## config.mk

```make
export PLATFORM = sky130hd
export DESIGN_NAME = rgb_matrix_bam_scanner_top
export DESIGN_NICKNAME = d
export VERILOG_FILES = /design/src/rtl/rgbbam_pkg.sv /design/src/rtl/rgb_matrix_bam_scanner_top.sv /design/src/rtl/rgbbam_csr.sv /design/src/rtl/rgbbam_frame.sv /design/src/rtl/rgbbam_scan.sv
export SDC_FILE = /design/constraint.sdc
export NUM_CORES = 1
export LEC_CHECK = 0
export BUFFER_PORTS_ARGS = -buffer_cell sky130_fd_sc_hd__buf_2
export CORE_UTILIZATION = 40
export CTS_CLUSTER_SIZE = 14
export DETAILED_ROUTE_END_ITERATION = 6
export GPL_TIMING_DRIVEN = 1
export HOLD_SLACK_MARGIN = 0.05
export PLACE_DENSITY = 0.67
export SETUP_SLACK_MARGIN = 0.02
export SLEW_MARGIN = 20
export SYNTH_ARGS = -nofsm -noshare
export SYNTH_HDL_FRONTEND = slang
export SYNTH_SLANG_ARGS = --single-unit
```

## constraint.sdc

```tcl
create_clock -name clock -period 9.9 [get_ports clock]
set_input_delay 2.475 -clock clock [delete_from_list [all_inputs] [get_ports clock]]
set_output_delay 2.475 -clock clock [all_outputs]
set_load 0.005 [all_outputs]
```

## src/rtl/rgbbam_pkg.sv

```systemverilog
// Shared types, constants and helpers for the RGB matrix BAM scanner.
`default_nettype none
package rgbbam_pkg;

   localparam int ROWS    = 6;
   localparam int COLUMNS = 5;

   localparam int ROW_W   = 3;
   localparam int COL_W   = 3;
   localparam int CNT_W   = 7;
   localparam int HOLD_W  = 8;
   localparam int COLOR_W = 8;
   localparam int NIB_W   = 4;
   localparam int PLANE_W = 2;
   localparam int WORD_W  = 24;

   // Shift word layout
   localparam int RED_LSB   = 6;
   localparam int GREEN_LSB = 11;
   localparam int BLUE_LSB  = 16;

   // Operation codes
   localparam logic [1:0] OP_TICK  = 2'd0;
   localparam logic [1:0] OP_PIXEL = 2'd1;
   localparam logic [1:0] OP_HOLD  = 2'd2;

   // Register indexes
   localparam logic [1:0] REG_PLANE0_END  = 2'd0;
   localparam logic [1:0] REG_PLANE1_END  = 2'd1;
   localparam logic [1:0] REG_PLANE2_END  = 2'd2;
   localparam logic [1:0] REG_SCAN_PERIOD = 2'd3;

   localparam int CSR_ADDR_W = 4;
   localparam int CSR_DATA_W = 32;

   localparam logic [CNT_W-1:0]  PLANE0_END_RESET  = 7'd6;
   localparam logic [CNT_W-1:0]  PLANE1_END_RESET  = 7'd18;
   localparam logic [CNT_W-1:0]  PLANE2_END_RESET  = 7'd42;
   localparam logic [CNT_W-1:0]  SCAN_PERIOD_RESET = 7'd90;
   localparam logic [HOLD_W-1:0] HOLD_RESET        = 8'd3;

   typedef struct packed {
      logic [NIB_W-1:0] red;
      logic [NIB_W-1:0] green;
      logic [NIB_W-1:0] blue;
   } pixel_type;

   typedef pixel_type [COLUMNS-1:0] row_pixels_type;

   typedef struct packed {
      logic [CNT_W-1:0] plane0_end;
      logic [CNT_W-1:0] plane1_end;
      logic [CNT_W-1:0] plane2_end;
      logic [CNT_W-1:0] scan_period;
   } scan_cfg_type;

   typedef struct packed {
      logic [ROW_W-1:0]   row;
      logic [PLANE_W-1:0] plane;
      logic               clear;
      logic               hold_zero;
   } scan_status_type;

   // v*15/255 without a divider: take v*15/256, then correct by one step
   function automatic logic [NIB_W-1:0] to_nibble(input logic [COLOR_W-1:0] v);
      logic [11:0]      prod;
      logic [11:0]      rem;
      logic [NIB_W-1:0] q;
      prod = {v, 4'b0000} - {4'b0000, v};
      q    = prod[11:8];
      rem  = prod - ({q, 8'h00} - {8'h00, q});
      if (rem >= 12'd255) begin
         q = q + 4'd1;
      end
      return q;
   endfunction

endpackage
`default_nettype wire

```

## src/rtl/rgb_matrix_bam_scanner_top.sv

```systemverilog
// rsp_valid is registered; a tick beat passes the input register, then the result one.
// Throughput: one item per cycle unless a tick waits on a stalled result side; pixel
// and hold beats never wait on it. The rate is set by the single input register
// feeding the result register. Synchronous active-high reset clears the frame store,
// sets counters and config registers to reset values; no clearing pass follows.
`default_nettype none
module rgb_matrix_bam_scanner_top (
   input  logic                                 clock,
   input  logic                                 reset,
   input  logic                                 req_valid,
   output logic                                 req_stall,
   input  logic [1:0]                           req_operation,
   input  logic [rgbbam_pkg::ROW_W-1:0]         req_row,
   input  logic [rgbbam_pkg::COL_W-1:0]         req_column,
   input  logic [rgbbam_pkg::COLOR_W-1:0]       req_red,
   input  logic [rgbbam_pkg::COLOR_W-1:0]       req_green,
   input  logic [rgbbam_pkg::COLOR_W-1:0]       req_blue,
   input  logic [rgbbam_pkg::HOLD_W-1:0]        req_hold_periods,
   output logic                                 rsp_valid,
   input  logic                                 rsp_stall,
   output logic [rgbbam_pkg::WORD_W-1:0]        rsp_shift_word,
   output logic [rgbbam_pkg::ROW_W-1:0]         rsp_row_index,
   output logic [rgbbam_pkg::PLANE_W-1:0]       rsp_bit_plane,
   output logic                                 rsp_frame_cleared,
   input  logic                                 csr_psel,
   input  logic                                 csr_penable,
   input  logic                                 csr_pwrite,
   input  logic [rgbbam_pkg::CSR_ADDR_W-1:0]    csr_paddr,
   input  logic [rgbbam_pkg::CSR_DATA_W-1:0]    csr_pwdata,
   output logic [rgbbam_pkg::CSR_DATA_W-1:0]    csr_prdata,
   output logic                                 csr_pready
);
   import rgbbam_pkg::*;

   // Input register
   logic               in_valid_ff, in_valid_in;
   logic [1:0]         op_ff;
   logic [ROW_W-1:0]   row_ff;
   logic [COL_W-1:0]   col_ff;
   logic [COLOR_W-1:0] red_ff, green_ff, blue_ff;
   logic [HOLD_W-1:0]  hold_ff;

   // Result register
   logic               out_valid_ff, out_valid_in;
   logic [WORD_W-1:0]  word_ff;
   logic [ROW_W-1:0]   out_row_ff;
   logic [PLANE_W-1:0] out_plane_ff;
   logic               out_clear_ff;

   scan_cfg_type       cfg;
   scan_status_type    status;
   row_pixels_type     rd_pixels;
   pixel_type          wr_pixel;
   logic               is_tick;
   logic               out_free;
   logic               fire;
   logic               tick;
   logic               pix_wr;
   logic               in_load;
   logic [WORD_W-1:0]  word;

   assign is_tick   = (op_ff == OP_TICK);
   assign out_free  = !out_valid_ff || !rsp_stall;
   assign fire      = in_valid_ff && (!is_tick || out_free);
   assign req_stall = in_valid_ff && !fire;
   assign in_load   = req_valid && !req_stall;
   assign tick      = fire && is_tick;

   assign in_valid_in  = req_stall ? in_valid_ff : req_valid;
   assign out_valid_in = out_free ? tick : out_valid_ff;

   always_ff @(posedge clock) begin
      if (reset) begin
         in_valid_ff  <= 1'b0;
         out_valid_ff <= 1'b0;
      end else begin
         in_valid_ff  <= in_valid_in;
         out_valid_ff <= out_valid_in;
      end
   end

   always_ff @(posedge clock) begin
      if (in_load) begin
         op_ff    <= req_operation;
         row_ff   <= req_row;
         col_ff   <= req_column;
         red_ff   <= req_red;
         green_ff <= req_green;
         blue_ff  <= req_blue;
         hold_ff  <= req_hold_periods;
      end
   end

   rgbbam_csr u_csr (
      .clock       (clock),
      .reset       (reset),
      .csr_psel    (csr_psel),
      .csr_penable (csr_penable),
      .csr_pwrite  (csr_pwrite),
      .csr_paddr   (csr_paddr),
      .csr_pwdata  (csr_pwdata),
      .csr_prdata  (csr_prdata),
      .csr_pready  (csr_pready),
      .cfg         (cfg)
   );

   rgbbam_scan u_scan (
      .clock      (clock),
      .reset      (reset),
      .cfg        (cfg),
      .tick       (tick),
      .hold_load  (fire && op_ff == OP_HOLD),
      .hold_value (hold_ff),
      .status     (status)
   );

   // Drop writes while the frame is held or the pixel lies off the matrix
   assign pix_wr = fire && (op_ff == OP_PIXEL) && status.hold_zero
                   && (row_ff < ROW_W'(ROWS)) && (col_ff < COL_W'(COLUMNS));

   assign wr_pixel.red   = to_nibble(red_ff);
   assign wr_pixel.green = to_nibble(green_ff);
   assign wr_pixel.blue  = to_nibble(blue_ff);

   rgbbam_frame u_frame (
      .clock     (clock),
      .reset     (reset),
      .wr_en     (pix_wr),
      .wr_row    (row_ff),
      .wr_col    (col_ff),
      .wr_pixel  (wr_pixel),
      .clear     (tick && status.clear),
      .rd_row    (status.row),
      .rd_pixels (rd_pixels)
   );

   // Word comes from the store as it stands before this tick's clear
   always_comb begin
      word = '0;
      for (int r = 0; r < ROWS; r++) begin
         word[r] = (status.row == ROW_W'(r));
      end
      for (int c = 0; c < COLUMNS; c++) begin
         word[RED_LSB + c]   = rd_pixels[c].red[status.plane];
         word[GREEN_LSB + c] = rd_pixels[c].green[status.plane];
         word[BLUE_LSB + c]  = rd_pixels[c].blue[status.plane];
      end
   end

   always_ff @(posedge clock) begin
      if (tick && out_free) begin
         word_ff      <= word;
         out_row_ff   <= status.row;
         out_plane_ff <= status.plane;
         out_clear_ff <= status.clear;
      end
   end

   assign rsp_valid         = out_valid_ff;
   assign rsp_shift_word    = word_ff;
   assign rsp_row_index     = out_row_ff;
   assign rsp_bit_plane     = out_plane_ff;
   assign rsp_frame_cleared = out_clear_ff;

endmodule
`default_nettype wire

```

## src/rtl/rgbbam_csr.sv

```systemverilog
// Configuration registers for the scanner: plane ends and scan period.
`default_nettype none
module rgbbam_csr (
   input  logic                                 clock,
   input  logic                                 reset,
   input  logic                                 csr_psel,
   input  logic                                 csr_penable,
   input  logic                                 csr_pwrite,
   input  logic [rgbbam_pkg::CSR_ADDR_W-1:0]    csr_paddr,
   input  logic [rgbbam_pkg::CSR_DATA_W-1:0]    csr_pwdata,
   output logic [rgbbam_pkg::CSR_DATA_W-1:0]    csr_prdata,
   output logic                                 csr_pready,
   output rgbbam_pkg::scan_cfg_type             cfg
);
   import rgbbam_pkg::*;

   scan_cfg_type     cfg_ff;
   scan_cfg_type     cfg_in;
   logic             wr_en;
   logic [1:0]       reg_sel;
   logic [CNT_W-1:0] rd_val;

   assign csr_pready = 1'b1;
   assign wr_en      = csr_psel && csr_penable && csr_pwrite;
   assign reg_sel    = csr_paddr[3:2];

   always_comb begin
      cfg_in = cfg_ff;
      if (wr_en) begin
         case (reg_sel)
            REG_PLANE0_END:  cfg_in.plane0_end  = csr_pwdata[CNT_W-1:0];
            REG_PLANE1_END:  cfg_in.plane1_end  = csr_pwdata[CNT_W-1:0];
            REG_PLANE2_END:  cfg_in.plane2_end  = csr_pwdata[CNT_W-1:0];
            REG_SCAN_PERIOD: cfg_in.scan_period = csr_pwdata[CNT_W-1:0];
            default:         cfg_in = cfg_ff;
         endcase
      end
   end

   always_ff @(posedge clock) begin
      if (reset) begin
         cfg_ff.plane0_end  <= PLANE0_END_RESET;
         cfg_ff.plane1_end  <= PLANE1_END_RESET;
         cfg_ff.plane2_end  <= PLANE2_END_RESET;
         cfg_ff.scan_period <= SCAN_PERIOD_RESET;
      end else begin
         cfg_ff <= cfg_in;
      end
   end

   always_comb begin
      case (reg_sel)
         REG_PLANE0_END:  rd_val = cfg_ff.plane0_end;
         REG_PLANE1_END:  rd_val = cfg_ff.plane1_end;
         REG_PLANE2_END:  rd_val = cfg_ff.plane2_end;
         REG_SCAN_PERIOD: rd_val = cfg_ff.scan_period;
         default:         rd_val = '0;
      endcase
   end

   assign csr_prdata = {{(CSR_DATA_W-CNT_W){1'b0}}, rd_val};
   assign cfg        = cfg_ff;

endmodule
`default_nettype wire

```

## src/rtl/rgbbam_frame.sv

```systemverilog
// Frame store: per-pixel OR writes, whole-store clear, one row read port.
`default_nettype none
module rgbbam_frame (
   input  logic                               clock,
   input  logic                               reset,
   input  logic                               wr_en,
   input  logic [rgbbam_pkg::ROW_W-1:0]       wr_row,
   input  logic [rgbbam_pkg::COL_W-1:0]       wr_col,
   input  rgbbam_pkg::pixel_type              wr_pixel,
   input  logic                               clear,
   input  logic [rgbbam_pkg::ROW_W-1:0]       rd_row,
   output rgbbam_pkg::row_pixels_type         rd_pixels
);
   import rgbbam_pkg::*;

   row_pixels_type [ROWS-1:0] store_ff;
   row_pixels_type [ROWS-1:0] store_in;

   always_comb begin
      store_in = store_ff;
      for (int r = 0; r < ROWS; r++) begin
         for (int c = 0; c < COLUMNS; c++) begin
            if (clear) begin
               store_in[r][c] = '0;
            end else if (wr_en && wr_row == ROW_W'(r) && wr_col == COL_W'(c)) begin
               store_in[r][c] = store_ff[r][c] | wr_pixel;
            end
         end
      end
   end

   always_ff @(posedge clock) begin
      if (reset) begin
         store_ff <= '0;
      end else begin
         store_ff <= store_in;
      end
   end

   always_comb begin
      rd_pixels = '0;
      for (int r = 0; r < ROWS; r++) begin
         if (rd_row == ROW_W'(r)) begin
            rd_pixels = store_ff[r];
         end
      end
   end

endmodule
`default_nettype wire

```

## src/rtl/rgbbam_scan.sv

```systemverilog
// Scan sequencer: row counter, plane counter, hold countdown and clear decision.
`default_nettype none
module rgbbam_scan (
   input  logic                                clock,
   input  logic                                reset,
   input  rgbbam_pkg::scan_cfg_type            cfg,
   input  logic                                tick,
   input  logic                                hold_load,
   input  logic [rgbbam_pkg::HOLD_W-1:0]       hold_value,
   output rgbbam_pkg::scan_status_type         status
);
   import rgbbam_pkg::*;

   logic [ROW_W-1:0]  row_ff,  row_in;
   logic [CNT_W-1:0]  cnt_ff,  cnt_in;
   logic [HOLD_W-1:0] hold_ff, hold_in;
   logic [CNT_W:0]    cnt_next;
   logic              wrap;
   logic [HOLD_W-1:0] hold_dec;
   logic [PLANE_W-1:0] plane;

   always_comb begin
      if (cnt_ff <= cfg.plane0_end) begin
         plane = 2'd0;
      end else if (cnt_ff <= cfg.plane1_end) begin
         plane = 2'd1;
      end else if (cnt_ff <= cfg.plane2_end) begin
         plane = 2'd2;
      end else begin
         plane = 2'd3;
      end
   end

   // 8-bit compare also covers overflow past 127
   assign cnt_next = {1'b0, cnt_ff} + 1'b1;
   assign wrap     = (cnt_next >= {1'b0, cfg.scan_period}) || cnt_next[CNT_W];
   assign hold_dec = (hold_ff != '0) ? hold_ff - 1'b1 : hold_ff;

   always_comb begin
      row_in  = row_ff;
      cnt_in  = cnt_ff;
      hold_in = hold_ff;
      if (tick) begin
         row_in = (row_ff >= ROW_W'(ROWS - 1)) ? '0 : row_ff + 1'b1;
         if (wrap) begin
            cnt_in  = CNT_W'(1);
            hold_in = hold_dec;
         end else begin
            cnt_in = cnt_next[CNT_W-1:0];
         end
      end else if (hold_load) begin
         hold_in = hold_value;
      end
   end

   always_ff @(posedge clock) begin
      if (reset) begin
         row_ff  <= '0;
         cnt_ff  <= CNT_W'(1);
         hold_ff <= HOLD_RESET;
      end else begin
         row_ff  <= row_in;
         cnt_ff  <= cnt_in;
         hold_ff <= hold_in;
      end
   end

   assign status.row       = row_ff;
   assign status.plane     = plane;
   assign status.clear     = wrap && (hold_dec == '0);
   assign status.hold_zero = (hold_ff == '0);

endmodule
`default_nettype wire
```

== Word-level counts from Yosys, hierarchy flattened ==
Cells that the tools add are included.
Storage, ports and cells
  logic and storage cells: 308
  register bits: 475
  bits of input ports: 83
  output and inout port bits: 65
Cells by class
  mux-type cells: 49
  reductions and logical operators: 73
  eq/ne operators: 20
  $add $sub $neg: 15
  bitwise operators: 30
  magnitude comparators: 11
Operators with widths (count)
  $mux W60: 6
  $or A12 B12 Y12: 30
  $logic_and A1 B1 Y1: 50
  $ge A12 B8 Y1 const B: 3
  $sub A12 B12 Y12: 3
  $sub A12 B4 Y12: 3
  $sub A12 B8 Y12: 3
  $mux W8: 4
  $bmux W1 S2: 15
  $pmux W7 S4: 1
  $le A7 B7 Y1: 3
  $eq A3 B2 Y1 const B: 6
  $logic_not A8 Y1: 2
  $mux W1: 16
  $eq A3 B3 Y1 const B: 5
  $add A4 B1 Y4 const B: 3
  $mux W4: 3
  $reduce_and A2 Y1: 5
  $eq A3 B1 Y1 const B: 3
  $logic_not A3 Y1: 3
  $add A7 B1 Y8 const B: 1
  $ge A8 B7 Y1: 1
  $reduce_bool A8 Y1: 1
  $sub A8 B1 Y8 const B: 1
  other kinds (15): 27

== Depth between registers and ports, before layout ==
Gate-level depths: netlist (run 1).
  depth in word-level cells: 10
  mapped depth: 25
  gate-level depth less buffers: 20

== Hierarchy ==
Synthesis (run 1) repeated with hierarchy kept, for this count alone.
Second synthesis, totals
  cell total of the unflattened synthesis: 2496
  area, all modules: 23590.1 sq um
Modules (own cells, without submodules)
  rgbbam_frame: sequential area each 7206.9 sq um, times used 1, cells each 1608, area an instance 14959.3 sq um
  rgb_matrix_bam_scanner_top: sequential area each 2052.0 sq um, times used 1, cells each 466, area an instance 5087.4 sq um
  rgbbam_scan: sequential area each 360.3 sq um, times used 1, cells each 268, area an instance 2016.9 sq um
  rgbbam_csr: sequential area each 560.5 sq um, times used 1, cells each 154, area an instance 1526.5 sq um

== Worst setup path after synthesis (run 1) ==
Ideal clock, no wire load.
  kind: input-to-output
  from: input port csr_paddr[2] in the netlist's numbering
  to: output port csr_prdata[0] in the netlist's numbering
  arrival: 3477 ps
  data required time: 7425 ps
  cell stages on the path: 2
  buffers on the path: 1
  setup slack: 3948 ps
  cells stage by stage: clkbuf_1 mux4_2
Between the ends
  cells in the longest elaborated chain, start to end: 2
  elaborated cells between the ends (all ways): 5
  those cells by class: eq/ne (3); mux (1); reduce/logical (1)
RTL lines
  start, declared: line rgb_matrix_bam_scanner_top.sv:28  | input logic [rgbbam_pkg::CSR_ADDR_W-1:0] csr_paddr,
  $eq A2 B2 Y1, or another cell as far along: line rgbbam_csr.sv:52  | case (reg_sel)
  $pmux W7 S4 *: line rgbbam_csr.sv:52
  end, declared: line rgb_matrix_bam_scanner_top.sv:30  | output logic [rgbbam_pkg::CSR_DATA_W-1:0] csr_prdata,
Mark *: on every way between the ends. The rest lies on a longest branch, timed or not.

== Worst setup path in the final report (run 1) ==
  from: register red_ff[0]
  to: register u_frame.store_ff[179] in the netlist's numbering
Between the ends
  cells in the longest elaborated chain, start to end: 6
  elaborated cells between the ends (all ways): 7
  those cells by class: add/sub (4); order compare (1); mux (1); bitwise (1)
RTL lines
  start, declared: line rgb_matrix_bam_scanner_top.sv:40  | logic [COLOR_W-1:0] red_ff, green_ff, blue_ff;
  start signal, assigned: line rgb_matrix_bam_scanner_top.sv:87  | red_ff <= req_red;
  $sub A12 B8 Y12 *: line rgbbam_pkg.sv:69  | prod = {v, 4'b0000} - {4'b0000, v};
  $sub A12 B4 Y12: line rgbbam_pkg.sv:71  | rem = prod - ({q, 8'h00} - {8'h00, q});
  $sub A12 B12 Y12: line rgbbam_pkg.sv:71
  $ge A12 B8 Y1: line rgbbam_pkg.sv:72  | if (rem >= 12'd255) begin
  $mux W4 *: line rgbbam_pkg.sv:72
  $or A12 B12 Y12 *: line rgbbam_frame.sv:26  | store_in[r][c] = store_ff[r][c] | wr_pixel;
  end signal, assigned: line rgbbam_frame.sv:36  | store_ff <= store_in;
  end, declared: line rgbbam_frame.sv:16  | row_pixels_type [ROWS-1:0] store_ff;
Marks and branches as above.
A chain may end at the register's enable or synchronous reset.

==> results.yml, run 1 <==
run_status:
  status: "finished clean"
global_routing:
  grt_pass1_vias: 19800
  overflow: 0
  gr-usage-all-layers: 0.219
  antenna_found_initial: 0
  grt_max_degree: 254
  grt_pass1_wl_um: 108000
floorplan:
  die_h_um: 248
  core_um2: 59400
  io_pins: 148
  die_w_um: 248
  initial_core_util: 0.407
  rows: 89
  die-area_um2: 61400
timing:
  fmax_mhz: 153
  fin_crit_sh: 0.662
  timing.hold.ws_ns: 0.446
  hold_viol: 0
  setup_viol: 0
  tightest_slew_ns: 1.13
  rsz0062_at_grt: "false"
  fin_skew_ns: 0.0330
  drv_slew: 0
  tns_ns: 0
  relSlewSlack: 0.249
  layout_min_cycle_time_ns: 6.56
clock_network:
  h-tree-depth: 2
  tritoncts: "yes"
  cts.clk_slew.worst_paths_ns: 0.06
  postCtsHoldBufs: 0
  cts_resized: 0
  clk_latency_ns: 0.63
  clockRootBuffer: "clkbuf_16"
  clock_path_buffers: 3
  numCtsBuffers: 53
  clock_sinks: 475
  cts_setup_buffers: 0
logic_synthesis:
  synth_top_area_frac: 0.338
  ys_seq_elements: 475
  syn-cell-area_um2: 24200
  syn_inst: 2898
  seq_area_frac_synth: 0.421
  yosysWarnings: 0
  synth_edf_count: 67
  postSynthAreaPerCell_um2: 8.34
  synth-main-ff-cell: "dfxtp_1"
  yosys.area.top_type: "dfxtp_1"
  synth.distinct_cells: 91
  async_flop_share: 0
  synth_area_leaders: "dfxtp_1 (34%), edfxtp_1 (8.3%), nand2_1 (6.2%)"
detailed_routing:
  drc: 0
  ant_nets: 0
  wirelength_um: 67600
  dr.first_iter.drc_count: 2136
  vias: 21300
  wl_per_cell_um: 18.4
  first_pass_iters: 5
  vias_per_cell: 5.83
placed_design:
  hpwl_um: 41800
  gp_congestion: 0.848
  port_buffers: 91
pwr:
  power_leakage_uw: 0.0104
  vdd_drop_max_mv: 0.124
  powerDensity_nw_per_um2: 178
worst_hold_path:
  hp-class: "flip-flop to flip-flop"
setup_path:
  cpLargestDelayFamily: "simple AND/OR/NAND/NOR gates"
  path_buf_inv: 4
  end_kind: "flip-flop"
  critPathMaxStageDelay_ns: 0.61
  path_class: "flip-flop to flip-flop"
  critPathRequiredTime_ns: 10.45
  start_kind: "flip-flop"
  path_cells: "ha_1, or3b_1, o2111ai_1, nand2_1, and3_1, xnor2_2, buf_4, inv_1, ha_1, inv_1, ha_1, nor2_1, a21oi_1, mux2i_1, nand4b_1, or4_1, a21oi_1, o211ai_1, buf_4, or4_1, nand3_1"
  crit_slowest_cell: "or4_1"
  critPathMostFrequentCell: "ha_1"
  crit_fanout: 90
  crit_arrival_ns: 7.11
flow_run:
  maxCapViolCount: 0
final_layout:
  diodes: 0
  area_growth_pct: 11.1
  nets: 3019
  drive_gt1_frac: 0.101
-- cell type report --
type                       instances  area [um^2]
fill                            5769        32500
multi-input combinational       2096        12800
sequential                       475        10200
clock buffer                      78         1640
tap                              773          967
timing repair buffer             129          753
inverter                          94          353
clock inverter                    19          169
-- tightest hold or removal path: stages, from the launching register on --
cell and delay (ns):
dfxtp_1 0.32, nand2_1 0.04, o21ai_0 0.05
-- registers in the layout (all words and copies together), names as in the netlist --
signal / count
u_frame.store_ff: 360
u_csr.cfg: 28
rsp_shift_word: 21
blue_ff: 8
green_ff: 8
hold_ff: 8
red_ff: 8
u_scan.hold_ff: 8
u_scan.cnt_ff: 7
col_ff: 3
row_ff: 3
rsp_row_index: 3
u_scan.row_ff: 3
op_ff: 2
rsp_bit_plane: 2
in_valid_ff: 1
rsp_frame_cleared: 1
rsp_valid: 1
-- synth_stat cells, types with 9 or more instances --
library cell	number
o311ai_0	22
and3_1	9
a311oi_1	13
a211oi_1	33
mux2i_1	22
mux4_2	20
edfxtp_1	67
ha_1	87
xnor2_1	30
a211o_1	14
nor2_1	335
inv_1	92
buf_4	30
nand2b_1	14
a21oi_1	130
buf_1	13
or4_1	95
xor2_1	19
buf_2	27
nor3_1	136
nand3_1	131
a221oi_1	60
a32o_1	30
or3_1	9
clkbuf_1	181
nor2b_1	25
o21ai_0	165
o211ai_1	27
nand2_1	400
dfxtp_1	408
a31oi_1	34
a22o_1	62
nand4_1	34
-- layout by cell type, fill, tap and decap left out, types with 30 or more instances in the layout --
master,synthesis,routed
nand4_1,34,34
inv_1,92,90
a31oi_1,34,34
nand2_1,400,397
nand3_1,131,131
or4_1,95,94
dfxtp_1,408,408
a21oi_1,130,129
clkbuf_16,0,57
nor2_1,335,335
edfxtp_1,67,67
buf_4,30,37
a22o_1,62,62
o21ai_0,165,164
a32o_1,30,30
ha_1,87,86
buf_2,27,91
a211oi_1,33,33
a221oi_1,60,60
nor3_1,136,136
-- worst paths after layout --
| check | start | endpoint | slack, ns | cells after the start |
|---|---|---|---|---|
| worst max-delay path | red_ff[0] | u_frame.store_ff[179] | 3.34 | 21 |
| worst min-delay path | u_frame.store_ff[282] | u_frame.store_ff[282] | 0.45 | 2 |
| worst max register to register | red_ff[0] | u_frame.store_ff[179] | 3.34 | 21 |
| worst min register to register | u_frame.store_ff[282] | u_frame.store_ff[282] | 0.45 | 2 |
-- where the power goes --
group | internal (uW) | switching (uW)
sequential | 1970 | 16.3
clock | 1170 | 841
combinational | 216 | 577
total | 3360 | 1430
-- stage by stage --
step	area (um^2)	setup slack, ns	std cells	total power, uW	util
after CTS	26900	3.40	3664	4820	0.453
after detailed placement	25100	3.39	3567	2810	0.422
final	26900	3.34	3664	4800	0.453
after global routing	26900	2.81	3664	4980	0.453
after floorplan	24300	3.95	2925	2570	-
after global placement	25100	3.43	3567	2810	0.422
-- metal layers --
metal	global-route usage	routed length [um]	up-vias
met1	0.301	30300	10200
met4	0.0601	1360	0
met5	0	0	-
li1	-	-	10300
met2	0.355	31600	725
met3	0.0337	4330	98
-- kinds of logic (layout without fill, tap and decap cells) --
group                      count (synthesis)  in the layout  share of synthesized area
and+or+nand+nor                         1237           1237                      0.240
AOI/OAI and AO/OA                        651            651                      0.185
DFF                                      475            475                      0.421
buffers and inverters                    354            320                     0.0620
adders and majority gates                 87             87                     0.0450
xor gates and xnor gates                  50             50                     0.0184
muxes                                     42             42                     0.0277
other                                      2             29                   0.000311
Power figures use the tool's default switching activity.
==> run 2: changes to the inputs <==
--- a/config.mk
+++ b/config.mk
@@ -11,7 +11,7 @@
 export DETAILED_ROUTE_END_ITERATION = 6
 export GPL_TIMING_DRIVEN = 1
 export HOLD_SLACK_MARGIN = 0.05
-export PLACE_DENSITY = 0.67
+export PLACE_DENSITY = 0.69
 export SETUP_SLACK_MARGIN = 0.02
 export SLEW_MARGIN = 20
 export SYNTH_ARGS = -nofsm -noshare
==> constraint.sdc (replaced) <==
create_clock -name clock -period 6 [get_ports clock]
set_input_delay 1.5 -clock clock [delete_from_list [all_inputs] [get_ports clock]]
set_output_delay 1.5 -clock clock [all_outputs]
set_load 0.005 [all_outputs]
==> results.yml, run 2 (synthesis gave the netlist of run 1 again) <==
clock_network:
  numCtsBuffers: 52
  clk_latency_ns: 0.61
  clockRootBuffer: "clkbuf_16"
  clock_sinks: 475
  cts.clk_slew.worst_paths_ns: 0.06
  cts_setup_buffers: 0
  tritoncts: "yes"
  clock_path_buffers: 3
  h-tree-depth: 2
pwr:
  vdd_drop_max_mv: 0.203
  p_clk_frac: 0.412
  combPwrFrac: 0.170
  powerDensity_nw_per_um2: 290
  p_int_uw: 5510
  netSwitchingFraction: 0.297
  power_leakage_uw: 0.0104
  p_switching_uw: 2330
  seq_power_share: 0.418
timing:
  fmax_mhz: 182
  tightest_slew_ns: 1.07
  layout_min_cycle_time_ns: 5.49
  drv_slew: 0
  fin_crit_sh: 0.915
  relSlewSlack: 0.283
  hold_viol: 0
  setup_viol: 0
  tns_ns: 0
  rsz0062_at_grt: "false"
  timing.hold.ws_ns: 0.453
  fin_skew_ns: 0.0245
detailed_routing:
  first_pass_iters: 5
  vias_per_cell: 5.82
  wl_met2_um: 30900
  vias: 21400
  wl_per_cell_um: 18.5
  dr.first_iter.drc_count: 2069
  wl_met3_um: 4690
  top_layer: "met5"
  wl_met1_um: 30900
  ant_nets: 0
  wirelength_um: 68200
  drc: 0
floorplan:
  rows: 89
  die_w_um: 248
  io_pins: 148
  die-area_um2: 61400
  die_h_um: 248
  initial_core_util: 0.407
  core_um2: 59400
worst_hold_path:
  min_to: "u_frame.store_ff[50]"
  holdPathStages: 2
  min_from: "u_frame.store_ff[50]"
  hp-class: "flip-flop to flip-flop"
final_layout:
  utilization: 0.455
  diodes: 0
  area_growth_pct: 11.7
  largest_register: "u_frame.store_ff"
  layout_commonest_cell: "dfxtp_1"
  final_cell_mix: "dfxtp_1 (408), nand2_1 (397), nor2_1 (335)"
  largest_reg_flops: 360
  multiInputGateArea_um2: 12800
  finalInstanceArea_um2: 27000
  nets: 3036
  drive_gt1_frac: 0.105
  fill_cells: 5788
  register_area_um2: 10200
setup_path:
  crit_slowest_cell: "edfxtp_1"
  path_buf_inv: 2
  end_kind: "flip-flop"
  path_class: "flip-flop to flip-flop"
  r2r_cells: 19
  critPathRequiredTime_ns: 6.48
  r2r_start: "blue_ff[0]"
  r2r-end: "u_frame.store_ff[326]"
  critPathMaxStageDelay_ns: 0.52
  crit_fanout: 30
  start_kind: "flip-flop"
  cpLargestDelayFamily: "simple AND/OR/NAND/NOR gates"
  path_cells: "ha_1, or4bb_1, a21oi_1, o21ai_0, nor2b_1, xnor2_1, ha_1, inv_1, ha_1, nand2b_1, a21oi_1, mux2i_1, nor4_1, and3_1, a211oi_4, a21oi_1, xor2_4, buf_4, o21ai_0"
  crit_arrival_ns: 5.97
  reg2reg_slack_ns: 0.51
global_routing:
  grt_pass1_vias: 19600
  overflow: 0
  gr-usage-all-layers: 0.219
  grt_max_degree: 91
  antenna_found_initial: 2
  grt_pass1_wl_um: 108000
placed_design:
  hpwl_um: 43900
  gp_congestion: 0.845
  placed_cell_area_um2: 25300
  port_buffers: 91
flow_run:
  maxCapViolCount: 0
run_status:
  status: "finished clean"
-- run 2: per-layer routing --
metal / up-vias / track usage
li1: 10300 / -
met2: 716 / 0.345
met1: 10200 / 0.308
met4: 2 / 0.0641
met3: 105 / 0.0342
met5: - / 0
-- run 2: stage by stage --
| stage | power, uW | instances | worst slack, ns |
|---|---|---|---|
| 6_report | 7840 | 3680 | 0.513 |
| 2_1_floorplan | 4250 | 2925 | 0.991 |
| 3_5_place_dp | 4670 | 3585 | 0.398 |
| 4_1_cts | 7880 | 3680 | 0.357 |
| 3_3_place_gp | 4650 | 3585 | 0.549 |
| 5_1_grt | 8140 | 3680 | 0.0905 |
-- run 2: how the worst max path moves through the flow --
stage / from / to / slack, ns / cells past startpoint
after floorplan: red_ff[0] / u_frame.store_ff[323] / 0.99 / 21
after global placement: blue_ff[0] / u_frame.store_ff[38] / 0.55 / 18
after detailed placement: blue_ff[0] / u_frame.store_ff[86] / 0.40 / 18
after CTS: blue_ff[0] / u_frame.store_ff[86] / 0.36 / 18
after global routing: blue_ff[5] / u_frame.store_ff[350] / 0.09 / 20
final: blue_ff[0] / u_frame.store_ff[326] / 0.51 / 19
-- run 2: area by class of cell --
class | instances | share of cell area
inverter | 94 | 0.0131
clock inverter | 15 | 0.00449
multi-input combinational | 2096 | 0.474
sequential | 475 | 0.377
timing repair buffer | 147 | 0.0366
clock buffer | 80 | 0.0594
tap | 773 | 0.0358
-- run 2: timing repair --
item	4_1_cts	5_1_grt
endpoints found under the setup margin	0	43
endpoints found under the hold margin	0	0
hold buffers	0	0
gates resized for setup	0	1
-- run 2: power groups by stage --
| stage | combinational [uW] | clock (uW) | sequential (uW) |
|---|---|---|---|
| 2_1_floorplan | 913 | 0 | 3330 |
| 3_3_place_gp | 1300 | 0 | 3350 |
| 3_5_place_dp | 1320 | 0 | 3350 |
| 4_1_cts | 1320 | 3280 | 3280 |
| 5_1_grt | 1440 | 3410 | 3280 |
| 6_report | 1340 | 3230 | 3280 |
-- run 2: worst register-to-register path, cell delays in order (launching register included) --
cell	delay (ns)
edfxtp_1	0.52
ha_1	0.39
or4bb_1	0.43
a21oi_1	0.19
o21ai_0	0.16
nor2b_1	0.19
xnor2_1	0.50
ha_1	0.29
inv_1	0.05
ha_1	0.19
nand2b_1	0.14
a21oi_1	0.21
mux2i_1	0.11
nor4_1	0.50
and3_1	0.30
a211oi_4	0.11
a21oi_1	0.36
xor2_4	0.17
buf_4	0.37
o21ai_0	0.20
